===== src/rtl/bbat_pkg.sv =====
// ----------------------------------------------------------------------------
// bbat_pkg
// Shared types, widths and constants for the bounding box affine transform.
// ----------------------------------------------------------------------------
package bbat_pkg;

   // Coordinate width of the box corners and the transformed extents (Q8.8).
   localparam int COORD_WIDTH = 16;

   // Layout of one packed matrix row.
   localparam int AXES       = 3;
   localparam int ROW_W      = 64;
   localparam int COEF_W     = 16;
   localparam int COEF_FRAC  = 12;
   localparam int TRANS_W    = 16;
   localparam int TRANS_LSB  = 48;

   // Arithmetic widths along the pipeline.
   localparam int PROD_W     = COEF_W + COORD_WIDTH;
   localparam int TRANS_SH_W = TRANS_W + COEF_FRAC;
   localparam int ACC_W      = ((PROD_W > TRANS_SH_W) ? PROD_W : TRANS_SH_W) + 2;
   localparam int SH_W       = ACC_W - COEF_FRAC;

   // Configuration register indexes.
   localparam int CSR_IDX_W = 2;
   typedef logic [CSR_IDX_W-1:0] csr_index_type;
   localparam csr_index_type CSR_ROW_X = csr_index_type'(0);
   localparam csr_index_type CSR_ROW_Y = csr_index_type'(1);
   localparam csr_index_type CSR_ROW_Z = csr_index_type'(2);

   typedef logic [ROW_W-1:0] row_type;

   // Reset rows give the identity matrix with no translation.
   localparam row_type ROW_X_RESET = 64'h0000_0000_0000_1000;
   localparam row_type ROW_Y_RESET = 64'h0000_0000_1000_0000;
   localparam row_type ROW_Z_RESET = 64'h0000_1000_0000_0000;

   typedef logic signed [COORD_WIDTH-1:0] coord_type;
   typedef logic signed [COEF_W-1:0]      coef_type;
   typedef logic signed [TRANS_W-1:0]     trans_type;
   typedef logic signed [PROD_W-1:0]      prod_type;
   typedef logic signed [ACC_W-1:0]       acc_type;
   typedef logic signed [SH_W-1:0]        sh_type;

   // Saturation bounds of the output coordinates.
   localparam sh_type SAT_HI = sh_type'((64'sd1 <<< (COORD_WIDTH - 1)) - 64'sd1);
   localparam sh_type SAT_LO = sh_type'(-(64'sd1 <<< (COORD_WIDTH - 1)));

   typedef struct packed {
      coord_type in_min_x;
      coord_type in_min_y;
      coord_type in_min_z;
      coord_type in_max_x;
      coord_type in_max_y;
      coord_type in_max_z;
   } req_word_type;

   typedef struct packed {
      coord_type out_min_x;
      coord_type out_min_y;
      coord_type out_min_z;
      coord_type out_max_x;
      coord_type out_max_y;
      coord_type out_max_z;
      logic      clipped;
   } rsp_word_type;

endpackage


===== src/rtl/bbat_sat_stage.sv =====
// ----------------------------------------------------------------------------
// bbat_sat_stage
// Last stage: floors to Q8.8, saturates and holds the result word.
// ----------------------------------------------------------------------------
module bbat_sat_stage (
   input  logic                   clock,
   input  logic                   reset,
   input  logic                   enable,
   input  logic                   in_valid,
   input  bbat_pkg::acc_type      min_acc [bbat_pkg::AXES],
   input  bbat_pkg::acc_type      max_acc [bbat_pkg::AXES],
   output logic                   out_valid,
   output bbat_pkg::rsp_word_type rsp_word
);

   bbat_pkg::sh_type       min_sh  [bbat_pkg::AXES];
   bbat_pkg::sh_type       max_sh  [bbat_pkg::AXES];
   bbat_pkg::coord_type    min_out [bbat_pkg::AXES];
   bbat_pkg::coord_type    max_out [bbat_pkg::AXES];
   logic [bbat_pkg::AXES-1:0] min_clip;
   logic [bbat_pkg::AXES-1:0] max_clip;
   bbat_pkg::rsp_word_type rsp_word_in;
   bbat_pkg::rsp_word_type rsp_word_ff;
   logic                   valid_ff;

   function automatic bbat_pkg::coord_type saturate(input bbat_pkg::sh_type v);
      bbat_pkg::coord_type r;
      if (v > bbat_pkg::SAT_HI) begin
         r = bbat_pkg::coord_type'(bbat_pkg::SAT_HI);
      end else if (v < bbat_pkg::SAT_LO) begin
         r = bbat_pkg::coord_type'(bbat_pkg::SAT_LO);
      end else begin
         r = bbat_pkg::coord_type'(v);
      end
      return r;
   endfunction

   // An arithmetic shift rounds toward minus infinity, as the format needs.
   always_comb begin
      for (int a = 0; a < bbat_pkg::AXES; a++) begin
         min_sh[a]   = bbat_pkg::sh_type'(min_acc[a] >>> bbat_pkg::COEF_FRAC);
         max_sh[a]   = bbat_pkg::sh_type'(max_acc[a] >>> bbat_pkg::COEF_FRAC);
         min_out[a]  = saturate(min_sh[a]);
         max_out[a]  = saturate(max_sh[a]);
         min_clip[a] = (min_sh[a] > bbat_pkg::SAT_HI) || (min_sh[a] < bbat_pkg::SAT_LO);
         max_clip[a] = (max_sh[a] > bbat_pkg::SAT_HI) || (max_sh[a] < bbat_pkg::SAT_LO);
      end
   end

   always_comb begin
      rsp_word_in.out_min_x = min_out[0];
      rsp_word_in.out_min_y = min_out[1];
      rsp_word_in.out_min_z = min_out[2];
      rsp_word_in.out_max_x = max_out[0];
      rsp_word_in.out_max_y = max_out[1];
      rsp_word_in.out_max_z = max_out[2];
      rsp_word_in.clipped   = |{min_clip, max_clip};
   end

   always_ff @(posedge clock) begin
      if (reset) begin
         valid_ff <= 1'b0;
      end else if (enable) begin
         valid_ff <= in_valid;
      end
   end

   always_ff @(posedge clock) begin
      if (enable && in_valid) begin
         rsp_word_ff <= rsp_word_in;
      end
   end

   assign out_valid = valid_ff;
   assign rsp_word  = rsp_word_ff;

endmodule


===== config.mk =====
export PLATFORM = sky130hd
export DESIGN_NAME = bbat_sat_stage
export DESIGN_NICKNAME = d
export VERILOG_FILES = /design/src/rtl/bbat_pkg.sv /design/src/rtl/bbat_sat_stage.sv
export SDC_FILE = /design/constraint.sdc
export NUM_CORES = 1
export LEC_CHECK = 0
export BUFFER_PORTS_ARGS = -buffer_cell sky130_fd_sc_hd__buf_2
export CORE_MARGIN = 3
export CORE_UTILIZATION = 23
export CTS_CLUSTER_SIZE = 20
export DETAILED_ROUTE_END_ITERATION = 10
export PLACE_DENSITY = 0.56
export SYNTH_ARGS = -nofsm -noshare
export SYNTH_HDL_FRONTEND = slang
export SYNTH_SLANG_ARGS = --single-unit

===== constraint.sdc =====
create_clock -name clock -period 3.35 [get_ports clock]
set_clock_uncertainty 0.15 [all_clocks]
set_input_delay 0.5025 -clock clock [delete_from_list [all_inputs] [get_ports clock]]
set_output_delay 0.5025 -clock clock [all_outputs]
set_load 0.02 [all_outputs]

# Yosys cells after proc, flatten, opt, wreduce, memory -nomap -nowiden
# Index checks and enable logic that the tools add are counted.
[classes] order_cmp=12 muxes=6 n_reduce_logical=8
[ops] operator="$gt 22x16->1 const B" count=6
[ops] operator="$lt 22x16->1 const B" count=6
[ops] operator="$mux 16" count=6
[ops] operator="$logic_or 1x1->1" count=6
[ops] operator="$reduce_or 6->1" count=1
[ops] operator="$logic_and 1x1->1" count=1
[totals] register_bits=98 input_bits=208 out_inout_bits=98 elab_cells=34

# Longest topological paths before layout
[logic_depth] ltp_word=3 mapped_depth=5 mapped_depth_nobuf=4

# Worst setup path before layout
# No wires, ideal clock.
[synth_path] kind="input to register" from="input in_valid" to="register rsp_word_ff, in the netlist rsp_word[0] (enable)" arrival_ns=2.761 required_time_ns=2.733 path_slack_ns=-0.028 path_stages=1 path_cell_list="and2_1"
[synth_via] elab_chain_cells=1
[synth_rtl] item="start, declared" line="bbat_sat_stage.sv:9" text="input logic in_valid,"
[synth_rtl] item="$logic_and 1x1->1" line="bbat_sat_stage.sv:69" text="if (enable && in_valid) begin"
[synth_rtl] item="end signal, assigned" line="bbat_sat_stage.sv:70" text="rsp_word_ff <= rsp_word_in;"
[synth_rtl] item="end, declared" line="bbat_sat_stage.sv:23" text="bbat_pkg::rsp_word_type rsp_word_ff;"
# No other way between the ends.
# A chain may end at the register's enable or synchronous reset.

==> results by group <==
Timing
  • Worst Tran Pin Value: 849 ps
  • Final Max Tran Viols: 0
  • Min Tclk post-route: 1850 ps
  • Setup total negative slack: 0 ps
  • Final Setup Violations: 0
  • Slew headroom: 43.4%
  • Final WS setup: 1500 ps
  • Hold Violations, Final: 0
  • Peak Freq: 541 MHz
  • Hold slack: 153 ps
  • RSZ-0062 raised after global routing: no
  • Tcrit/Tclk final: 55.1%

Setup path
  • Max incr delay on CP: 520 ps
  • Slowest cell on crit path: a21o_1
  • Worst EP arrival: 1780 ps
  • Reg2Reg Depth: 2
  • Crit path required time: 3280 ps
  • Critical path startpoint category: primary input
  • Setup crit end kind: flip-flop
  • CP Cell Sequence: buf_2 > nor4_1 > a21o_1 > and4_1 > nand4_1
  • Crit-path max FO: 16
  • R2r startpoint: out_valid
  • Setup crit end: rsp_word[0]
  • Setup slack, reg-to-reg: 2610 ps
  • Reg2reg end: out_valid
  • Crit. Startpoint: max_acc[100]
  • Kind of critical path: primary input to flip-flop

Clock tree
  • CTS Hold Buffers Added: 0
  • CTS resizes: 0
  • Post-CTS Setup Inserts: 0
  • TritonCTS clock tree: yes
  • CTS Root Cell: clkbuf_16
  • CTS sink count: 98
  • H-tree levels: 3
  • Skew-Pair Late Insertion Delay: 350 ps
  • Clk buf depth: 2
  • Clk slew on worst S/H paths: 70 ps
  • Cts bufs inserted: 9

Logic synthesis
  • Adder-cell share of the synthesized area: 0%
  • Syn Nets: 476
  • Simple-gate area share of the yosys netlist: 7.80%
  • XOR/XNOR Fraction of Synth Area: 0%
  • Mux share of post-synthesis cell area: 0.251%
  • Most common library cells after synthesis: edfxtp_1 (97), a21o_1 (76), nand2_1 (36)
  • Area share of the largest cell type after synthesis: 72.9%
  • Number of synthesized register bits: 98
  • Post-synthesis instance area: 0.00400 mm^2
  • Netlist cell types: 23
  • Main combinational cell family by area after synthesis: compound AO/OA/AOI/OAI gates
  • Compound-cell area share of the yosys netlist: 16.3%
  • EDFF count, synth: 97
  • Sequential-to-total area share from yosys stat: 73.4%
  • Most frequent cell after synthesis: edfxtp_1
  • Fraction of registers with async set/reset: 0%
  • Synthesized area per cell: 14.9 um^2
  • Synth warnings: 0
  • Synth top area cells: edfxtp_1 (73%), a21o_1 (14%), nand2_1 (3.4%)
  • Ys flop type: edfxtp_1
  • Post-synth top area cell: edfxtp_1
  • Cells after Synth: 268

Routing
  • First DRT Iteration DRCs: 125
  • Vias: 3,125
  • Pre-antenna DRT Iters: 4
  • Routed vias/inst: 4.32
  • WL final: 11,600 um
  • Residual DRC: 0
  • DRT antenna net count: 0
  • DR WL/cell: 16.1 um

Floorplan
  • Core ar.: 0.0168 mm^2
  • Ports: 306
  • Starting Density: 23.8%
  • Die span in y: 138 um
  • Row cnt: 47
  • Chip width: 138 um
  • Die ar.: 0.0190 mm^2

Placement
  • Pre-CTS setup slack: 1110 ps
  • GP Congestion: 0.750
  • Detailed placement HPWL: 8680 um
  • IO buf count: 233

Global routing
  • Initial antenna violation count: 1
  • Vias in the first global route: 3,291
  • First-pass GRT wire length: 16,900 um
  • Total gr overflow: 0
  • Total track usage: 11.6%
  • Largest net degree at the start of global routing: 58

Finish
  • Layout cells sized above 1: 52.4%
  • Area Overhead vs Synth: 42.2%
  • Antenna diodes: 0
  • Filler cell count: 1,748
  • Fin nets: 707

Run
  • Max-cap violations: 0

Min path
  • Hold WC Path Type: primary input to flip-flop

Power
  • Final Total Pwr: 2.89 mW
  • Static Leak: 2.67 nW
  • Max rail drop VDD: 0.000225 V
  • PD cells: 509 mW/mm^2

Run status
  • Status: finished, final reports clean
## cells in the final DEF, fill, tap and decap left out, types with 2 or more instances in the layout
cell and count:
buf_2 233, edfxtp_1 97, a21o_1 76, nand2_1 36, nor2_1 9, clkbuf_16 9
nand4_1 6, a21oi_2 4, buf_4 4, o21ai_1 3, nor4_2 3, nor4_1 2
nand3_1 2, and4_1 2, o21ai_2 2, clkinv_4 2
## flip-flops by register name (all words and copies together), names as in the netlist
register   flops
rsp_word      97
out_valid      1
## metrics by stage
stage | utilization (%) | cells | area (um^2)
after floorplan | - | 268 | 4000
after global placement | 32.1 | 708 | 5400
after detailed placement | 32.1 | 708 | 5400
after CTS | 33.8 | 724 | 5680
after global routing | 33.8 | 724 | 5680
final | 33.8 | 724 | 5680
## critical path: cells and delay by family
family | cells | cell delay [ps]
and+or+nand+nor | 3 | 630
AOI/OAI and AO/OA | 1 | 520
buffers and inverters | 1 | 110
## how the worst min path moves through the flow
stage / endpoint / slack, ps / startpoint / depth (start not counted)
2_1_floorplan: out_valid / 420 / reset / 1
3_3_place_gp: out_valid / 330 / out_valid / 2
3_5_place_dp: out_valid / 350 / out_valid / 2
4_1_cts: out_valid / 130 / reset / 2
5_1_grt: out_valid / 150 / reset / 2
6_report: out_valid / 150 / reset / 2
## logic make-up after synthesis
logic type	after synthesis
AO/OA/AOI/OAI	87
flip-flops	98
multiplexers	1
buffers and inverters	19
AND/OR/NAND/NOR	63
## metal layers
layer / track usage [%] / part of all wire, % / vias up
met4: 4.06 / 1.6 / 2
met2: 20.3 / 52 / 126
li1: - / - / 1479
met1: 13.2 / 39 / 1503
met5: 0 / 0.10 / -
met3: 4.09 / 8.1 / 15
## power by group
part | internal, mW | switching, mW | total, mW
Clock | 0.529 | 0.460 | 0.988
Combinational | 0.165 | 0.268 | 0.433
Sequential | 1.45 | 0.0202 | 1.47
Total | 2.14 | 0.748 | 2.89
## layout make-up
class	instances	area [um^2]	area share, %
Clock buffer	11	243	4.27
Clock inverter	5	38.8	0.683
Inverter	1	3.75	0.0661
Multi-Input combinational cell	151	973	17.1
Sequential cell	98	2930	51.6
Tap cell	220	275	4.84
Timing Repair Buffer	238	1220	21.4
Note: power is estimated with default switching activity, not from simulation.
