`config.mk`:
```
export PLATFORM = sky130hd
export DESIGN_NAME = bbat_sum_stage
export DESIGN_NICKNAME = d
export VERILOG_FILES = /design/src/rtl/bbat_pkg.sv /design/src/rtl/bbat_sum_stage.sv
export SDC_FILE = /design/constraint.sdc
export NUM_CORES = 1
export LEC_CHECK = 0
export BUFFER_PORTS_ARGS = -buffer_cell sky130_fd_sc_hd__clkbuf_2
export CAP_MARGIN = 20
export CORE_AREA = 3 3 379 381
export CTS_CLUSTER_SIZE = 8
export DETAILED_ROUTE_END_ITERATION = 10
export DIE_AREA = 0 0 382 384
export REMOVE_ABC_BUFFERS = 1
export SYNTH_ARGS = -nofsm -noshare
export SYNTH_HDL_FRONTEND = slang
export SYNTH_SLANG_ARGS = --single-unit
```
`constraint.sdc`:
```
create_clock -name clock -period 17 [get_ports clock]
set_clock_uncertainty 0.15 [all_clocks]
set_input_delay 1.7 -clock clock [delete_from_list [all_inputs] [get_ports clock]]
set_output_delay 1.7 -clock clock [all_outputs]
set_load 0.005 [all_outputs]
```
`src/rtl/bbat_pkg.sv`:
```
// ----------------------------------------------------------------------------
// bbat_pkg
// Shared types, widths and constants for the bounding box affine transform.
// ----------------------------------------------------------------------------
package bbat_pkg;

   // Coordinate width of the box corners and the transformed extents (Q8.8).
   localparam int COORD_WIDTH = 16;

   // Layout of one packed matrix row.
   localparam int AXES       = 3;
   localparam int ROW_W      = 64;
   localparam int COEF_W     = 16;
   localparam int COEF_FRAC  = 12;
   localparam int TRANS_W    = 16;
   localparam int TRANS_LSB  = 48;

   // Arithmetic widths along the pipeline.
   localparam int PROD_W     = COEF_W + COORD_WIDTH;
   localparam int TRANS_SH_W = TRANS_W + COEF_FRAC;
   localparam int ACC_W      = ((PROD_W > TRANS_SH_W) ? PROD_W : TRANS_SH_W) + 2;
   localparam int SH_W       = ACC_W - COEF_FRAC;

   // Configuration register indexes.
   localparam int CSR_IDX_W = 2;
   typedef logic [CSR_IDX_W-1:0] csr_index_type;
   localparam csr_index_type CSR_ROW_X = csr_index_type'(0);
   localparam csr_index_type CSR_ROW_Y = csr_index_type'(1);
   localparam csr_index_type CSR_ROW_Z = csr_index_type'(2);

   typedef logic [ROW_W-1:0] row_type;

   // Reset rows give the identity matrix with no translation.
   localparam row_type ROW_X_RESET = 64'h0000_0000_0000_1000;
   localparam row_type ROW_Y_RESET = 64'h0000_0000_1000_0000;
   localparam row_type ROW_Z_RESET = 64'h0000_1000_0000_0000;

   typedef logic signed [COORD_WIDTH-1:0] coord_type;
   typedef logic signed [COEF_W-1:0]      coef_type;
   typedef logic signed [TRANS_W-1:0]     trans_type;
   typedef logic signed [PROD_W-1:0]      prod_type;
   typedef logic signed [ACC_W-1:0]       acc_type;
   typedef logic signed [SH_W-1:0]        sh_type;

   // Saturation bounds of the output coordinates.
   localparam sh_type SAT_HI = sh_type'((64'sd1 <<< (COORD_WIDTH - 1)) - 64'sd1);
   localparam sh_type SAT_LO = sh_type'(-(64'sd1 <<< (COORD_WIDTH - 1)));

   typedef struct packed {
      coord_type in_min_x;
      coord_type in_min_y;
      coord_type in_min_z;
      coord_type in_max_x;
      coord_type in_max_y;
      coord_type in_max_z;
   } req_word_type;

   typedef struct packed {
      coord_type out_min_x;
      coord_type out_min_y;
      coord_type out_min_z;
      coord_type out_max_x;
      coord_type out_max_y;
      coord_type out_max_z;
      logic      clipped;
   } rsp_word_type;

endpackage

```
`src/rtl/bbat_sum_stage.sv`:
```
// ----------------------------------------------------------------------------
// bbat_sum_stage
// Third stage: adds the selected products and the translation per axis.
// ----------------------------------------------------------------------------
module bbat_sum_stage (
   input  logic               clock,
   input  logic               reset,
   input  logic               enable,
   input  logic               in_valid,
   input  bbat_pkg::row_type  rows [bbat_pkg::AXES],
   input  bbat_pkg::prod_type min_prod [bbat_pkg::AXES][bbat_pkg::AXES],
   input  bbat_pkg::prod_type max_prod [bbat_pkg::AXES][bbat_pkg::AXES],
   output logic               out_valid,
   output bbat_pkg::acc_type  min_acc [bbat_pkg::AXES],
   output bbat_pkg::acc_type  max_acc [bbat_pkg::AXES]
);

   bbat_pkg::trans_type trans      [bbat_pkg::AXES];
   bbat_pkg::acc_type   trans_acc  [bbat_pkg::AXES];
   bbat_pkg::acc_type   min_acc_in [bbat_pkg::AXES];
   bbat_pkg::acc_type   max_acc_in [bbat_pkg::AXES];
   bbat_pkg::acc_type   min_acc_ff [bbat_pkg::AXES];
   bbat_pkg::acc_type   max_acc_ff [bbat_pkg::AXES];
   logic                valid_ff;

   // The translation is Q8.8; it is aligned to the 20 fraction bits of the
   // products before the add.
   always_comb begin
      for (int a = 0; a < bbat_pkg::AXES; a++) begin
         trans[a]     = bbat_pkg::trans_type'(rows[a][bbat_pkg::TRANS_LSB +: bbat_pkg::TRANS_W]);
         trans_acc[a] = bbat_pkg::acc_type'(trans[a]) <<< bbat_pkg::COEF_FRAC;
         min_acc_in[a] = bbat_pkg::acc_type'(min_prod[a][0])
                       + bbat_pkg::acc_type'(min_prod[a][1])
                       + bbat_pkg::acc_type'(min_prod[a][2])
                       + trans_acc[a];
         max_acc_in[a] = bbat_pkg::acc_type'(max_prod[a][0])
                       + bbat_pkg::acc_type'(max_prod[a][1])
                       + bbat_pkg::acc_type'(max_prod[a][2])
                       + trans_acc[a];
      end
   end

   always_ff @(posedge clock) begin
      if (reset) begin
         valid_ff <= 1'b0;
      end else if (enable) begin
         valid_ff <= in_valid;
      end
   end

   always_ff @(posedge clock) begin
      if (enable && in_valid) begin
         min_acc_ff <= min_acc_in;
         max_acc_ff <= max_acc_in;
      end
   end

   assign out_valid = valid_ff;
   assign min_acc   = min_acc_ff;
   assign max_acc   = max_acc_ff;

endmodule

```
Yosys cells after proc, flatten, opt, wreduce, memory -nomap -nowiden. Index checks and enable logic that the tools add are counted.

Register bits: 205. Bits of input ports: 772. Output and inout port bits: 205. Word-level logic and storage cells: 26.

Add/subtract/negate cells: 18. Reductions and logical operators: 1.

Operators with widths (number): $add 33x32->34 (6); $add 34x28->34 (6); $add 32x32->33 (6); $logic_and 1x1->1 (1).

Logic depth before layout (Yosys ltp).
Word-level depth: 3. Gate-level depth with buffers: 15.

Worst setup path before layout. OpenSTA, ideal clock, no wires.

Path type: input to register. Start: input in_valid. End: register max_acc_ff, in the netlist max_acc[0] (enable). Arrival: 6.343 ns. Path slack: 9.918 ns. Stages: 1. Buffers on the path: 0. Cell sequence: and2_1.

Cells in the longest elaborated chain, start to end: 1.

RTL lines: start, declared (line bbat_sum_stage.sv:9) `input logic in_valid,`; $logic_and 1x1->1 (line bbat_sum_stage.sv:52) `if (enable && in_valid) begin`; end signal, assigned (line bbat_sum_stage.sv:54) `max_acc_ff <= max_acc_in;`; end, declared (line bbat_sum_stage.sv:23) `bbat_pkg::acc_type max_acc_ff [bbat_pkg::AXES];`.

No other way between the ends. A chain may end at the register's enable or synchronous reset.

==> qor.csv <==
stage;metric;value;unit
die;Initial Util;0.192;
detailed_routing;wire length on met2;45.8;mm
power_and_ir_drop;Worst VDD drop;45.7;uV
worst_setup_path;Top delay family on crit path;compound AO/OA/AOI/OAI gates;
cts;Root Buffer;clkbuf_16;
detailed_routing;Met1 Wirelength;46.4;mm
finish;footprint of the multi-input gates;16900;um^2
cts;latest clock arrival within the worst-skew pair;570;ps
grt;initial antenna violation count;8;
hold_path;hold path start;out_valid;
die;Core Area;141000;um^2
worst_setup_path;RR Startpoint;out_valid;
outcome;outcome;finished clean;
yosys;main flop type after synthesis;edfxtp_1;
worst_setup_path;slowest stage cell, crit path;a21oi_1;
grt;pin count of the biggest net entering global routing;69;
placed_design;IO Port Bufs;832;
grt;vias in the first global route;23400;
yosys;synthesized area;27100;um^2
grt;first-pass GRT wire length;148;mm
cts;CTS tree;done;
sta;max_slew headroom;0.177;
placed_design;Post-Place Worst Slack;10380;ps
power_and_ir_drop;cell area power density;113;nW/um^2
grt;GRT Util Overall;0.137;
sta;total negative slack;0;ps
sta;Worst-Margin Slew;1230;ps
worst_setup_path;CP cell instances;clkbuf_2, inv_1, fa_1, inv_1, fa_1, ha_1, a21oi_1, o21ai_0, nor3_1, o21ai_1, a21o_1, a21oi_1, o21ai_1, xor2_1;
yosys;register area share after synthesis;0.227;
cts;cts bufs inserted;34;
sta;Final Hold Viols;0;
cts;# hold bufs at CTS;0;
die;Die Y;384;um
cts;CTS max path bufs;3;
die;Cell Rows;138;
finish;share of cells above drive strength 1;0.238;
yosys;Synth Register Bits;205;
die;io pins;977;
placed_design;DP HPWL;92.9;mm
detailed_routing;DR top layer;met5;
yosys;number of synthesized flops with an enable pin;204;
flow_run;Max-cap violations;0;
yosys;Async S/R FF share, synth;0;
finish;register area;6150;um^2
placed_design;RD Place Congestion;0.965;
detailed_routing;DRC;0;
worst_setup_path;Startpoint Class;input port;
sta;fmax;163;MHz
worst_setup_path;Required @ worst endpoint;17140;ps
detailed_routing;final WL;104;mm
detailed_routing;WL/cell;18.2;um
detailed_routing;Final ANT Viol Nets;0;
worst_setup_path;slowest stage delay, CP;950;ps
hold_path;type of the tightest min-delay check;flop to flop;
sta;Max Slew Vio Count;0;
finish;Layout Utilization;0.245;
detailed_routing;Detailed Route Iter0 Violations;1515;
sta;setup ws final;10870;ps
finish;Syn-to-layout area delta;27.6;%
detailed_routing;vias per inst;4.01;
power_and_ir_drop;Leakage;18.8;nW
cts;clock transition at the registers of the reported paths;50;ps
worst_setup_path;Worst setup EP type;flop;
cts;Clock Sinks;205;
die;die area;147000;um^2
worst_setup_path;Critical Path Fanout Max;6;
worst_setup_path;Crit. Startpoint;rows[176];
detailed_routing;DRT Pass-1 Iters;5;
cts;Setup Fix Bufs, Post-CTS;0;
finish;filler instances;15500;
cts;cts repair resizes;0;
yosys;Synth cell types;84;
detailed_routing;WL met3;8.22;mm
die;die width;382;um
finish;fin nets;5158;
grt;total grt overflow;0;
worst_setup_path;WS Path Type;input port to flop;
worst_setup_path;CP Data Arrival Time;6260;ps
detailed_routing;routed vias;22900;
yosys;cell count after synthesis;2984;
worst_setup_path;R2R setup slack;16270;ps
sta;fin crit share;0.360;
worst_setup_path;Buf+Inv Stages, Crit Path;3;
yosys;yosys warns;0;
sta;unrepaired setup endpoints after global routing;no;
yosys;syn avg cell area;9.08;um^2
sta;Final Critical Period;6130;ps
cts;H-tree Lvls;2;
sta;Final setup violation count;0;
where the power goes:
part | total (W) | switching (W) | internal, W | leakage, nW
Combinational | 0.00235 | 0.00140 | 0.000949 | 16.4
Clock | 0.000704 | 0.000273 | 0.000431 | 0.512
Sequential | 0.000854 | 0.0000542 | 0.000800 | 1.92
Total | 0.00391 | 0.00173 | 0.00218 | 18.8
cell usage after synthesis, types with 4 or more instances:
library cell,instances,area share
a41oi_1,6,0.0019
a31oi_1,19,0.0044
fa_1,324,0.24
a311oi_1,5,0.0016
edfxtp_1,204,0.23
a21o_1,125,0.035
and4_1,5,0.0016
nor2b_1,19,0.0044
clkbuf_1,41,0.0057
o21ai_1,29,0.0054
xor2_1,63,0.020
a21boi_0,8,0.0022
ha_1,252,0.12
nor2_1,79,0.011
a211oi_2,5,0.0023
o21bai_1,24,0.0067
xnor2_1,109,0.035
o21ai_0,61,0.011
and2_1,14,0.0032
o21a_1,14,0.0039
mux2i_1,5,0.0018
or3_1,6,0.0014
o31ai_1,4,0.0011
nand3_1,47,0.0087
a211o_1,4,0.0013
a21oi_1,183,0.034
and3_1,25,0.0058
nand2_1,113,0.016
nor3_1,29,0.0054
nand2b_1,13,0.0030
buf_2,6,0.0011
nand4_1,24,0.0055
a211oi_1,15,0.0042
o211a_1,4,0.0015
inv_1,1013,0.14
o211ai_1,14,0.0039
a21oi_2,4,0.0013
layer usage:
metal  vias to the layer above  track usage
li1                      11000            -
met1                     10900        0.186
met2                       774        0.210
met3                       149       0.0377
met4                         6       0.0440
met5                         -            0
cell families after synthesis:
logic type      count (synthesis)  synth area share
compound gates                570             0.140
fa+ha+maj                     576             0.356
flops                         205             0.227
buf+inv                      1062             0.147
xor+xnor                      172            0.0556
mux                             5           0.00185
simple gates                  394            0.0719
cells in the final DEF, fill, tap and decap left out, types with 6 or more instances in the layout:
cell type,netlist,routed
fa_1,324,324
nand2b_1,13,13
nor2_1,79,79
a31oi_1,19,19
xnor2_1,109,109
xor2_1,63,63
o21ai_0,61,61
a21o_1,125,125
a21boi_0,8,8
nand3_1,47,47
o211ai_1,14,14
a21oi_1,183,183
o21ai_1,29,29
nor2b_1,19,19
nand2_1,113,113
a211oi_1,15,15
or3_1,6,6
a41oi_1,6,6
o21a_1,14,14
and3_1,25,25
edfxtp_1,204,204
and2_1,14,13
nand4_1,24,24
inv_1,1013,1013
diode_2,0,8
nor3_1,29,29
o21bai_1,24,24
clkbuf_16,0,35
ha_1,252,252
clkbuf_2,0,832
worst register-to-register path, delay by kind of cell, from the launching register on:
kind | cells | cell delay (ps)
AND/OR/NAND/NOR | 1 | 50
flip-flops | 1 | 310
AO/OA/AOI/OAI | 1 | 120
per-stage QoR:
step                      hold slack, ps  instance area [um^2]  power (W)  std cells
after floorplan                      330                 26900    0.00237       2937
after global placement               321                 33500    0.00318       5664
after detailed placement             335                 33500    0.00321       5664
after CTS                            349                 34500    0.00395       5713
after global routing                 397                 34500    0.00424       5713
final                                346                 34500    0.00391       5721
layout make-up:
class / instances / share of cell area
multi-input combinational: 1717 / 0.491
inverter: 1015 / 0.110
antenna: 8 / 0.000579
clock buffer: 40 / 0.0259
sequential: 205 / 0.178
clock inverter: 9 / 0.00474
tap: 1890 / 0.0685
timing repair buffer: 837 / 0.122
flip-flops by register name, indices dropped and copies added, names as in the netlist:
register,flops
max_acc,102
min_acc,102
out_valid,1
path summary, 6_finish.rpt:
kind                            depth (start not counted)          end
worst max-delay path                                   14  min_acc[99]
worst min-delay path                                    2    out_valid
worst max register to register                          2    out_valid
worst min register to register                          2    out_valid
No activity file was read; power rests on OpenSTA's default activity.
