**src/rtl/bbat_pkg.sv**
```systemverilog
// ----------------------------------------------------------------------------
// bbat_pkg
// Shared types, widths and constants for the bounding box affine transform.
// ----------------------------------------------------------------------------
package bbat_pkg;

   // Coordinate width of the box corners and the transformed extents (Q8.8).
   localparam int COORD_WIDTH = 16;

   // Layout of one packed matrix row.
   localparam int AXES       = 3;
   localparam int ROW_W      = 64;
   localparam int COEF_W     = 16;
   localparam int COEF_FRAC  = 12;
   localparam int TRANS_W    = 16;
   localparam int TRANS_LSB  = 48;

   // Arithmetic widths along the pipeline.
   localparam int PROD_W     = COEF_W + COORD_WIDTH;
   localparam int TRANS_SH_W = TRANS_W + COEF_FRAC;
   localparam int ACC_W      = ((PROD_W > TRANS_SH_W) ? PROD_W : TRANS_SH_W) + 2;
   localparam int SH_W       = ACC_W - COEF_FRAC;

   // Configuration register indexes.
   localparam int CSR_IDX_W = 2;
   typedef logic [CSR_IDX_W-1:0] csr_index_type;
   localparam csr_index_type CSR_ROW_X = csr_index_type'(0);
   localparam csr_index_type CSR_ROW_Y = csr_index_type'(1);
   localparam csr_index_type CSR_ROW_Z = csr_index_type'(2);

   typedef logic [ROW_W-1:0] row_type;

   // Reset rows give the identity matrix with no translation.
   localparam row_type ROW_X_RESET = 64'h0000_0000_0000_1000;
   localparam row_type ROW_Y_RESET = 64'h0000_0000_1000_0000;
   localparam row_type ROW_Z_RESET = 64'h0000_1000_0000_0000;

   typedef logic signed [COORD_WIDTH-1:0] coord_type;
   typedef logic signed [COEF_W-1:0]      coef_type;
   typedef logic signed [TRANS_W-1:0]     trans_type;
   typedef logic signed [PROD_W-1:0]      prod_type;
   typedef logic signed [ACC_W-1:0]       acc_type;
   typedef logic signed [SH_W-1:0]        sh_type;

   // Saturation bounds of the output coordinates.
   localparam sh_type SAT_HI = sh_type'((64'sd1 <<< (COORD_WIDTH - 1)) - 64'sd1);
   localparam sh_type SAT_LO = sh_type'(-(64'sd1 <<< (COORD_WIDTH - 1)));

   typedef struct packed {
      coord_type in_min_x;
      coord_type in_min_y;
      coord_type in_min_z;
      coord_type in_max_x;
      coord_type in_max_y;
      coord_type in_max_z;
   } req_word_type;

   typedef struct packed {
      coord_type out_min_x;
      coord_type out_min_y;
      coord_type out_min_z;
      coord_type out_max_x;
      coord_type out_max_y;
      coord_type out_max_z;
      logic      clipped;
   } rsp_word_type;

endpackage

```
**src/rtl/bbat_minmax_stage.sv**
```systemverilog
// ----------------------------------------------------------------------------
// bbat_minmax_stage
// Second stage: keeps the smaller and the larger of each product pair.
// ----------------------------------------------------------------------------
module bbat_minmax_stage (
   input  logic               clock,
   input  logic               reset,
   input  logic               enable,
   input  logic               in_valid,
   input  bbat_pkg::prod_type lo_prod [bbat_pkg::AXES][bbat_pkg::AXES],
   input  bbat_pkg::prod_type hi_prod [bbat_pkg::AXES][bbat_pkg::AXES],
   output logic               out_valid,
   output bbat_pkg::prod_type min_prod [bbat_pkg::AXES][bbat_pkg::AXES],
   output bbat_pkg::prod_type max_prod [bbat_pkg::AXES][bbat_pkg::AXES]
);

   bbat_pkg::prod_type min_prod_in [bbat_pkg::AXES][bbat_pkg::AXES];
   bbat_pkg::prod_type max_prod_in [bbat_pkg::AXES][bbat_pkg::AXES];
   bbat_pkg::prod_type min_prod_ff [bbat_pkg::AXES][bbat_pkg::AXES];
   bbat_pkg::prod_type max_prod_ff [bbat_pkg::AXES][bbat_pkg::AXES];
   logic               valid_ff;

   // The ends are compared as products, so an inverted input box or a
   // negative coefficient needs no special handling.
   always_comb begin
      for (int a = 0; a < bbat_pkg::AXES; a++) begin
         for (int j = 0; j < bbat_pkg::AXES; j++) begin
            if (lo_prod[a][j] < hi_prod[a][j]) begin
               min_prod_in[a][j] = lo_prod[a][j];
               max_prod_in[a][j] = hi_prod[a][j];
            end else begin
               min_prod_in[a][j] = hi_prod[a][j];
               max_prod_in[a][j] = lo_prod[a][j];
            end
         end
      end
   end

   always_ff @(posedge clock) begin
      if (reset) begin
         valid_ff <= 1'b0;
      end else if (enable) begin
         valid_ff <= in_valid;
      end
   end

   always_ff @(posedge clock) begin
      if (enable && in_valid) begin
         min_prod_ff <= min_prod_in;
         max_prod_ff <= max_prod_in;
      end
   end

   assign out_valid = valid_ff;
   assign min_prod  = min_prod_ff;
   assign max_prod  = max_prod_ff;

endmodule

```
**config.mk**
```make
export PLATFORM = sky130hd
export DESIGN_NAME = bbat_minmax_stage
export DESIGN_NICKNAME = d
export VERILOG_FILES = /design/src/rtl/bbat_pkg.sv /design/src/rtl/bbat_minmax_stage.sv
export SDC_FILE = /design/constraint.sdc
export NUM_CORES = 1
export LEC_CHECK = 0
export BUFFER_PORTS_ARGS = -buffer_cell sky130_fd_sc_hd__buf_2
export CAP_MARGIN = 20
export CORE_AREA = 8 8 443 445
export DETAILED_ROUTE_END_ITERATION = 12
export DIE_AREA = 0 0 451 453
export MAX_ROUTING_LAYER = met4
export PLACE_DENSITY_LB_ADDON = 0.2
export SLEW_MARGIN = 20
export SYNTH_ARGS = -nofsm -noshare
export SYNTH_HDL_FRONTEND = slang
export SYNTH_SLANG_ARGS = --single-unit
```
**constraint.sdc**
```tcl
create_clock -name clock -period 29.1 [get_ports clock]
set_input_delay 8.73 -clock clock [delete_from_list [all_inputs] [get_ports clock]]
set_output_delay 8.73 -clock clock [all_outputs]
set_load 0.05 [all_outputs]
```
Word-level counts from Yosys, hierarchy flattened
Index checks and enable logic that the tools add are counted.
{ "word_totals": {"ff_bits": 577, "inputBits": 580, "word_cells": 47} }
{ "classes": {"magnitude_cmp": 9, "n_mux": 18, "n_reduce_logical": 1} }
{ "ops": {"columns": ["cell", "count"], "rows": [
  ["$mux W32", 18],
  ["$lt A32 B32 Y1", 9],
  ["$logic_and A1 B1 Y1", 1]
]} }

Depth between registers and ports, before layout
Gate-level depths: netlist (run 1).
{ "logic_depth": {"depth_word": 2, "mapped_depth": 11} }

Least setup slack after synthesis (run 1)
OpenSTA, ideal clock, no wires.
{ "synth_timing": {"path_type": "input to register", "startpoint": "input in_valid", "endpoint": "register max_prod_ff (netlist bit max_prod[0]) (enable)", "setup_ps": 1015, "arrival_ps": 21664, "required_time_ps": 28085, "path_slack_ps": 6421, "cell_stages": 1, "path_buffers": 0, "cell_sequence": "and2_1"} }
{ "synth_via": {"elab_chain_len": 1} }
{ "synth_lines": {"columns": ["item", "line_no", "source"], "rows": [
  ["start: declaration", "bbat_minmax_stage.sv:9", "input logic in_valid,"],
  ["$logic_and A1 B1 Y1", "bbat_minmax_stage.sv:48", "if (enable && in_valid) begin"],
  ["end signal: assignment", "bbat_minmax_stage.sv:50", "max_prod_ff <= max_prod_in;"],
  ["end: declaration", "bbat_minmax_stage.sv:20", "bbat_pkg::prod_type max_prod_ff [bbat_pkg::AXES][bbat_pkg::AXES];"]
]} }
No other way between the ends.
A chain may end at the register's enable or synchronous reset.

==> metrics.md, run 1 <==
| Metric | Value |
|---|---|
| Number of post-CTS setup repair buffers | `0` |
| # clock sinks | `577` |
| CP Data Required Time | `between 20,000 and 30,000 ps` |
| Worst slew margin | `a little under a third` |
| Number of slew-limit violations in the final report | `0` |
| Critical path capture point type | `register` |
| Fraction of registers with async set or reset after synthesis | `0%` |
| Synthesized-area fraction occupied by ao, oa, aoi and oai cells | `under 10%` |
| Portion of netlist area occupied by mux cells | `between 20% and 30%` |
| Worst Reg2Reg Path Length in Cells | `2` |
| Register bit total from synthesis | `slightly below 600` |
| Effective utilization at floorplan | `between 10% and 20%` |
| Sequential fraction of the synthesis area | `around 55%` |
| Number of iterations in the first detailed-routing pass | `5` |
| Cell family contributing the most delay on the critical path | `simple AND/OR/NAND/NOR gates` |
| Post-synthesis simple-gate area fraction | `3.73%` |
| Number of nets in the finished design | `between 4,000 and 5,000` |
| Xor and xnor fraction of the mapped netlist area | `0.344%` |
| Proportion of power drawn by the clock network | `about 34%` |
| Synthesized cell area | `0.0313 mm^2` |
| Total count of hold-check failures in the final report | `0` |
| Fraction of final layout cells with drive strength greater than 1 | `a little over half` |
| Number of routed nets with antenna violations | `0` |
| Portion of total power attributed to combinational logic | `between 20% and 30%` |
| Worst path slowest cell | `xnor2_4` |
| Clock Path Buffers | `3` |
| Layout Skew | `0 ps` |
| Number of nets in the synthesized netlist | `a little over 3,000` |
| Fmax | `0.0836 GHz` |
| Post-synth cell types | `43` |
| Share of synthesized cell area in full adder, half adder and majority cells | `11.2%` |
| Yosys Warn Count | `0` |
| Vias in the first global route | `about 24,000` |
| VDD IR max | `0.0387 mV` |
| Total routing resource utilization after global routing | `15.0%` |
| Worst setup SP type | `input port` |
| Area Overhead vs Synth | `36.8%` |
| Fin util | `22.6%` |
| Buffers added on ports | `1,156` |
| Number of core rows | `between 150 and 200` |
| Total routed wirelength | `157,000 um` |
| Reported max-cap violation count | `0` |
| First-pass GRT wire length | `about 210,000 um` |
| Post-cts gate resize count | `0` |
| Clock tree from TritonCTS | `yes` |
| Hold crit path type | `reg2reg` |
| Antenna violations before repair | `67` |
| Total DRC errors in the routed layout | `0` |
| Count of flip-flops with a built-in enable after synthesis | `576` |
| Die ar. | `0.204 mm^2` |
| Unrepaired setup endpoints after global routing | `false` |
| Horizontal die dimension | `around 450 um` |
| Critical path depth | `11` |
| Static leakage | `roughly 0.018 uW` |
| Switching power total | `between 1000 and 1500 uW` |
| Internal Dissipation | `around 1900 uW` |
| Cell depth of the worst min-delay path | `2` |
| DRC violation total after the first TritonRoute iteration | `about 1,200` |
| Cts bufs inserted | `approximately 80` |
| Buffers and inverters on the worst path | `3` |
| Final TNS setup | `0 ps` |
| Overflow after GRT | `0` |
| Routed length per placed instance | `approximately 26 um` |
| Arrival time of data at the critical path endpoint | `around 12,000 ps` |
| CTS H-tree lvls | `3` |
| Source of the critical timing path | `hi_prod[110]` |
| Areal power density over the cells | `67.7 mW/mm^2` |
| Main combinational cell family by area after synthesis | `multiplexers` |
| HPWL after detailed placement | `about 130,000 um` |
| Critical path class | `in2reg` |
| Hold bufs inserted after CTS | `0` |
| Maximum number of pins on one net before global-route repair | `72` |
| Via count | `~23,000` |
| Main flop type after synthesis | `edfxtp_1` |
| CTS root buffer | `clkbuf_16` |
| Die boundary height | `453 um` |
| I/O pin total | `around 1,200` |
| Final setup viols | `0` |
| Tmin final | `~12,000 ps` |
| Switching share of power | `a little over a third` |
| Clock transition at the register clock pins on the worst setup and hold paths after CTS | `~50 ps` |
| Critical Path Fanout Max | `37` |
| Critical-path cell list | `buf_2 -> inv_1 -> ha_1 -> nand4_1 -> or3_1 -> or4_1 -> a31oi_1 -> a211oi_2 -> xnor2_4 -> buf_4 -> mux2_2` |
| Cell count after synthesis | `between 2,000 and 2,500` |
| Final period util | `about two fifths` |
| Core Region | `around 0.19 mm^2` |
| Post-synthesis average cell area | `roughly 14 um^2` |
| Sequential share of power | `36.8%` |
| Weighted congestion at the end of routability-driven global placement | `0.879` |
| Latest clock arrival within the worst-skew pair | `slightly below 700 ps` |
| Transition time at the pin with the least slew margin | `~1000 ps` |
| Delay of the slowest cell on the worst path | `~800 ps` |
| Via count normalized by instance count | `3.86` |
| Result of the run | `finished clean` |
| Worst reg2reg path startpoint | `out_valid` |
| Source of the worst hold timing path | `out_valid` |
==> kinds of logic (layout without fill, tap and decap cells) <==
family	count (synthesis)	count (layout)
flops	577	577
mux	569	569
buf+inv	339	1609
fa+ha+maj	279	279
simple gates	235	235
compound gates	209	209
xor+xnor	8	8
other cells	0	27
==> metal layers <==
metal  vias to the layer above  wire [um]  global-route usage [%]
li1                      10800          -                       -
met1                     11500      59000                    15.9
met2                       815      81200                    26.6
met3                       183      13200                    5.29
met4                         0       3710                    4.15
met5                         -          0                       -
==> cell usage after synthesis (3+ instances only) <==
| library cell | count | area [um^2] |
|---|---|---|
| o21ai_1 | 6 | 30.0 |
| a2111oi_0 | 5 | 43.8 |
| a221o_1 | 8 | 80.1 |
| mux2_2 | 513 | 5780 |
| nand2_1 | 88 | 330 |
| o21ai_0 | 52 | 260 |
| inv_1 | 284 | 1070 |
| a21oi_1 | 69 | 345 |
| buf_2 | 7 | 35.0 |
| and4_1 | 21 | 184 |
| a21o_1 | 9 | 67.6 |
| a211oi_1 | 22 | 165 |
| edfxtp_1 | 576 | 17300 |
| nor3_1 | 3 | 15.0 |
| buf_6 | 12 | 135 |
| ha_1 | 279 | 3490 |
| clkbuf_1 | 36 | 135 |
| and2_0 | 7 | 43.8 |
| nand2b_1 | 4 | 25.0 |
| nand4_1 | 25 | 156 |
| mux2_1 | 36 | 405 |
| a221oi_1 | 22 | 193 |
| mux2_4 | 20 | 300 |
| nor2b_1 | 7 | 43.8 |
| nand3_1 | 27 | 135 |
| a21oi_2 | 6 | 52.6 |
| xnor2_1 | 6 | 52.6 |
| nor2_1 | 44 | 165 |
==> path summary, 6_finish.rpt <==
path,slack (ps),to
min,510,out_valid
max reg2reg,28500,out_valid
max,17130,max_prod[121]
min reg2reg,510,out_valid
==> worst register-to-register path: stages (launching register included) <==
cell     delay, ps
dfxtp_1        310
a21oi_1        130
nor2_1          50
==> cell type report <==
class	count	area [um^2]
fillers	20500	146000
flip-flops and latches	577	17300
multi-input cells	1300	12600
repair buffers	1177	5940
well taps	2511	3140
clock buffers	99	2120
inverters	284	1070
clock inverters	49	465
diodes	27	67.6
==> stage by stage <==
step	std cells	hold slack [ps]	area [um^2]	power (uW)	worst slack, ps
5_1_grt	6019	555	42700	3030	16920
3_5_place_dp	5849	490	40100	1940	16380
2_1_floorplan	2216	729	31300	1670	6420
6_report	6024	506	42800	2900	17130
4_1_cts	5997	507	42700	2960	17180
3_3_place_gp	5849	471	40100	1940	16440
==> flip-flops by register name, summed over array words and instances, names as in the netlist <==
name	flops
max_prod	288
out_valid	1
min_prod	288
==> power by group through the flow <==
stage,clock [uW],sequential (uW),combinational [uW]
floorplan,0,1360,305
CTS,1040,1070,859
finish,991,1060,840
global route,1060,1070,896
detailed placement,0,1080,854
global placement,0,1080,855
==> placed cells by master, fill, tap and decap left out, types with 3 or more instances in the layout <==
| cell type | n |
|---|---|
| a2111oi_0 | 5 |
| a211oi_1 | 22 |
| a21o_1 | 9 |
| a21oi_1 | 69 |
| a21oi_2 | 6 |
| a221o_1 | 8 |
| a221oi_1 | 22 |
| and2_0 | 7 |
| and4_1 | 21 |
| buf_2 | 1156 |
| buf_4 | 21 |
| bufinv_16 | 5 |
| clkbuf_1 | 17 |
| clkbuf_16 | 82 |
| clkinv_1 | 15 |
| clkinv_2 | 15 |
| clkinv_8 | 3 |
| clkinvlp_4 | 3 |
| diode_2 | 27 |
| edfxtp_1 | 576 |
| ha_1 | 279 |
| inv_1 | 284 |
| inv_6 | 5 |
| mux2_1 | 36 |
| mux2_2 | 513 |
| mux2_4 | 20 |
| nand2_1 | 88 |
| nand2b_1 | 4 |
| nand3_1 | 27 |
| nand4_1 | 25 |
| nor2_1 | 44 |
| nor2b_1 | 7 |
| nor3_1 | 3 |
| o21ai_0 | 52 |
| o21ai_1 | 6 |
| xnor2_2 | 4 |
| xnor2_4 | 4 |
(Power assumes the default switching activity.)
==> inputs of run 2 (changes only) <==
Settings changed: ABC_AREA set to 1, CORE_AREA 8 8 443 445 to 8 8 449 451, DIE_AREA 0 0 451 453 to 0 0 457 459.
Clock period 29.1 ns to 11.7 ns, I/O delays scaled along.
==> run 2 against run 1 <==
Effect of this change:
- setup slack worse by 11000 ps
- global-route usage is 1.6 points higher
- first-iteration DRC count is 130% higher
- sequential power grew to 2.5 times the previous value
- worst hold slack worse by 53 ps
- count of clock-buffer cells in the layout is 4 lower
- die area is 2.7% higher
- synthesized cell count is 69% higher
- register-to-register slack worse by 17000 ps
- combinational power grew to 2.6 times the previous value
- critical path type unchanged
- synthesized area is 8.9% higher
==> metrics.md, run 2 <==
| Metric | Value |
|---|---|
| Reported max-cap violation count | `0 (unchanged)` |
| Number of core rows | `162 (was 160)` |
| Core Region | `0.194 mm^2 (was 0.189 mm^2)` |
| Setup WS post-layout | `5730 ps (was 17,130 ps)` |
| First-pass GRT wire length | `248,000 um (was 208,000 um)` |
| Commonest cells post-synth | `nand3_1, nand2_1, edfxtp_1 (was edfxtp_1, mux2_2, inv_1)` |
| Effective utilization at floorplan | `17.5% (was 16.5%)` |
| Number of nets in the finished design | `5,669 (was 4,281)` |
| Area contributors post-synth | `edfxtp_1, nand3_1, ha_1 (was edfxtp_1, mux2_2, ha_1)` |
| CP Data Required Time | `12,230 ps (was 29,540 ps)` |
| Area Overhead vs Synth | `33.0% (was 36.8%)` |
| Clock Path Buffers | `3 (unchanged)` |
| Latest clock arrival within the worst-skew pair | `690 ps (was 680 ps)` |
| Unrepaired setup endpoints after global routing | `false (unchanged)` |
| Worst slew margin | `26.5% (was 30.4%)` |
| Fraction of registers with async set or reset after synthesis | `0% (unchanged)` |
| Overall power after layout | `7470 uW (was 2900 uW)` |
| Critical path class | `in2reg (unchanged)` |
| Placement-stage worst setup slack | `5010 ps (was 16,380 ps)` |
| DRC violation total after the first TritonRoute iteration | `2,738 (was 1,172)` |
| Most common cell after layout, fill and taps aside | `buf_2 (unchanged)` |
| Total routed wirelength | `180,000 um (was 157,000 um)` |
| Buffers added on ports | `1,156 (unchanged)` |
| Final setup viols | `0 (unchanged)` |
| Routed length per placed instance | `24.0 um (was 26.1 um)` |
| Switching share of power | `38.3% (was 35.5%)` |
| Hold bufs inserted after CTS | `0 (unchanged)` |
| Critical Path Fanout Max | `35 (was 37)` |
| Post-cts gate resize count | `0 (unchanged)` |
| Dpl cells | `7,268 (was 5,849)` |
| Number of nets in the synthesized netlist | `4,603 (was 3,075)` |
| Fin util | `23.3% (was 22.6%)` |
| Most used cell, CP | `nand2_1` |
| Number of iterations in the first detailed-routing pass | `6 (was 5)` |
| Worst setup slack for register-to-register paths | `11,160 ps (was 28,500 ps)` |
| Internal Dissipation | `4610 uW (was 1870 uW)` |
| Number of routed nets with antenna violations | `0 (unchanged)` |
| Portion of total power attributed to combinational logic | `29.6% (was 29.0%)` |
| Cts bufs inserted | `82 (unchanged)` |
| CTS H-tree lvls | `3 (unchanged)` |
| Proportion of power drawn by the clock network | `34.8% (was 34.2%)` |
| Areal power density over the cells | `165 mW/mm^2 (was 67.7 mW/mm^2)` |
| Vias in the first global route | `31,800 (was 24,300)` |
| Worst reg2reg path startpoint | `out_valid (unchanged)` |
| Tmin final | `about 6000 ps` |
| Result of the run | `finished clean (unchanged)` |
| Hold slack | `453 ps (was 506 ps)` |
| Static leakage | `0.0217 uW (was 0.0182 uW)` |
| Clock transition at the register clock pins on the worst setup and hold paths after CTS | `60 ps (was 50 ps)` |
| Fmax | `between 0.15 and 0.2 GHz` |
| Maximum number of pins on one net before global-route repair | `124 (was 72)` |
| Horizontal die dimension | `457 um (was 451 um)` |
| Worst setup SP type | `input port (unchanged)` |
| Sequential fraction of the synthesis area | `50.9% (was 55.4%)` |
| Transition time at the pin with the least slew margin | `1100 ps (was 1040 ps)` |
| Die boundary height | `459 um (was 453 um)` |
| Switching power total | `2860 uW (was 1030 uW)` |
| CTS root buffer | `clkbuf_16 (unchanged)` |
| Die ar. | `0.210 mm^2 (was 0.204 mm^2)` |
| Main flop type after synthesis | `edfxtp_1 (unchanged)` |
| Hold endpoint | `out_valid (unchanged)` |
| Cell count after synthesis | `3,744 (was 2,216)` |
| Worst Reg2Reg Path Length in Cells | `2 (unchanged)` |
| Weighted congestion at the end of routability-driven global placement | `0.925 (was 0.879)` |
| Register bit total from synthesis | `577 (unchanged)` |
| Fraction of final layout cells with drive strength greater than 1 | `29.1% (was 52.9%)` |
| Number of slew-limit violations in the final report | `0 (unchanged)` |
| Worst path slowest cell | `nand2_1 (was xnor2_4)` |
| Most common cell in the synthesized netlist | `nand3_1 (was edfxtp_1)` |
| Critical-path cell list | `buf_2 -> ha_1 -> a21oi_1 -> o21ai_0 -> nand2_1 -> nand3_1 -> a21oi_1 -> nand2_1 -> nand2_1 -> buf_4 -> nand3_1 -> nand2_1 (was buf_2 -> inv_1 -> ha_1 -> nand4_1 -> or3_1 -> or4_1 -> a31oi_1 -> a211oi_2 -> xnor2_4 -> buf_4 -> mux2_2)` |
| Count of flip-flops with a built-in enable after synthesis | `576 (unchanged)` |
| Delay of the slowest cell on the worst path | `760 ps (was 800 ps)` |
| Post-synthesis average cell area | `9.09 um^2 (was 14.1 um^2)` |
| Via count normalized by instance count | `4.36 (was 3.86)` |
| Hold crit path type | `reg2reg (unchanged)` |
| Synthesized cell area | `0.0340 mm^2 (was 0.0313 mm^2)` |
| Final period util | `51.0%` |
| FILL cells | `21,400 (was 20,500)` |
| Overflow after GRT | `0 (unchanged)` |
| Layout Cells excl Fill | `7,481 (was 6,024)` |
| Arrival time of data at the critical path endpoint | `6500 ps (was 12,410 ps)` |
| Leading cell types in the layout, fill and taps excluded | `buf_2, nand3_1, nand2_1, edfxtp_1, inv_1 (was buf_2, edfxtp_1, mux2_2, inv_1, ha_1)` |
| VDD IR max | `0.0944 mV (was 0.0387 mV)` |
| Total count of hold-check failures in the final report | `0 (unchanged)` |
| Critical path capture point type | `register (unchanged)` |
| Layout Skew | `0 ps (unchanged)` |
| I/O pin total | `1,157 (unchanged)` |
| Sequential share of power | `35.6% (was 36.8%)` |
| Synth top area share | `50.8% (was 55.3%)` |
| Number of post-CTS setup repair buffers | `0 (unchanged)` |
| Reg2reg end | `out_valid (unchanged)` |
| Library cell occupying the most area in the post-synthesis netlist | `edfxtp_1 (unchanged)` |
| Post-synth cell types | `24 (was 43)` |
| Total routing resource utilization after global routing | `16.7% (was 15.0%)` |
| # clock sinks | `577 (unchanged)` |
| Antenna violations before repair | `99 (was 67)` |
| Total DRC errors in the routed layout | `0 (unchanged)` |
| Cell depth of the worst min-delay path | `2 (unchanged)` |
| Via count | `32,600 (was 23,300)` |
| Yosys Warn Count | `0 (unchanged)` |
| Clock tree from TritonCTS | `yes (unchanged)` |
| HPWL after detailed placement | `142,000 um (was 131,000 um)` |
| Source of the worst hold timing path | `out_valid (unchanged)` |
[run 2: cell count changes after synthesis, sizes merged, moves of 42 or more]
| cell | previous run | this run |
|---|---|---|
| a21oi | 75 | 140 |
| nand3 | 27 | 1156 |
| nand2 | 88 | 846 |
| buf | 19 | 138 |
| mux2 | 569 | 0 |
| clkbuf | 36 | 78 |
| inv | 284 | 362 |
[run 2: area by class of cell]
cell class	instances	area, um^2	area share (%)
sequential	577	17300	38.2
multi-input combinational	2589	14400	31.8
timing repair buffer	1198	6140	13.6
tap	2542	3180	7.02
clock buffer	95	2100	4.64
inverter	362	1360	3.01
clock inverter	55	612	1.35
antenna	63	158	0.348
[run 2: worst max path at each step]
| stage | start | end | slack (ps) |
|---|---|---|---|
| floorplan | enable | max_prod[0] | -920 |
| global placement | hi_prod[115] | max_prod[96] | 5040 |
| detailed placement | hi_prod[115] | max_prod[97] | 5010 |
| CTS | hi_prod[115] | max_prod[97] | 5840 |
| global route | hi_prod[229] | max_prod[238] | 5610 |
| finish | lo_prod[57] | min_prod[45] | 5730 |
[run 2: per-stage QoR]
stage	instance area, um^2	setup TNS (ps)
floorplan	34100	-531610
global placement	42400	0
detailed placement	42400	0
CTS	45100	0
global route	45200	0
finish	45300	0
[run 2: cells by family after synthesis]
| kind of cell | Yosys count | synth area share (%) |
|---|---|---|
| simple gates | 2117 | 28.8 |
| compound gates | 193 | 2.90 |
| flops | 577 | 50.9 |
| fa+ha+maj | 279 | 10.3 |
| buf+inv | 578 | 7.17 |
[run 2: power groups by stage]
stage / Sequential, uW / Combinational [uW] / Clock [uW]
6_report: 2660 / 2210 / 2600
5_1_grt: 2680 / 2400 / 2770
4_1_cts: 2670 / 2230 / 2710
3_5_place_dp: 2710 / 2230 / 0
3_3_place_gp: 2710 / 2220 / 0
2_1_floorplan: 3380 / 800 / 0
[run 2: critical path, delay by kind of cell]
family	cells	cell delay (ps)
simple gates	6	1440
buf+inv	2	630
compound gates	3	600
fa+ha+maj	1	300
[run 2: metal layers]
layer	routed length, um	GRT usage (%)	up-vias	part of all wire [%]
met5	0	-	-	0
met2	85500	27.3	1465	48
met3	16100	5.33	278	9.0
met4	5210	5.14	0	2.9
li1	-	-	15200	-
met1	72700	19.5	15600	40
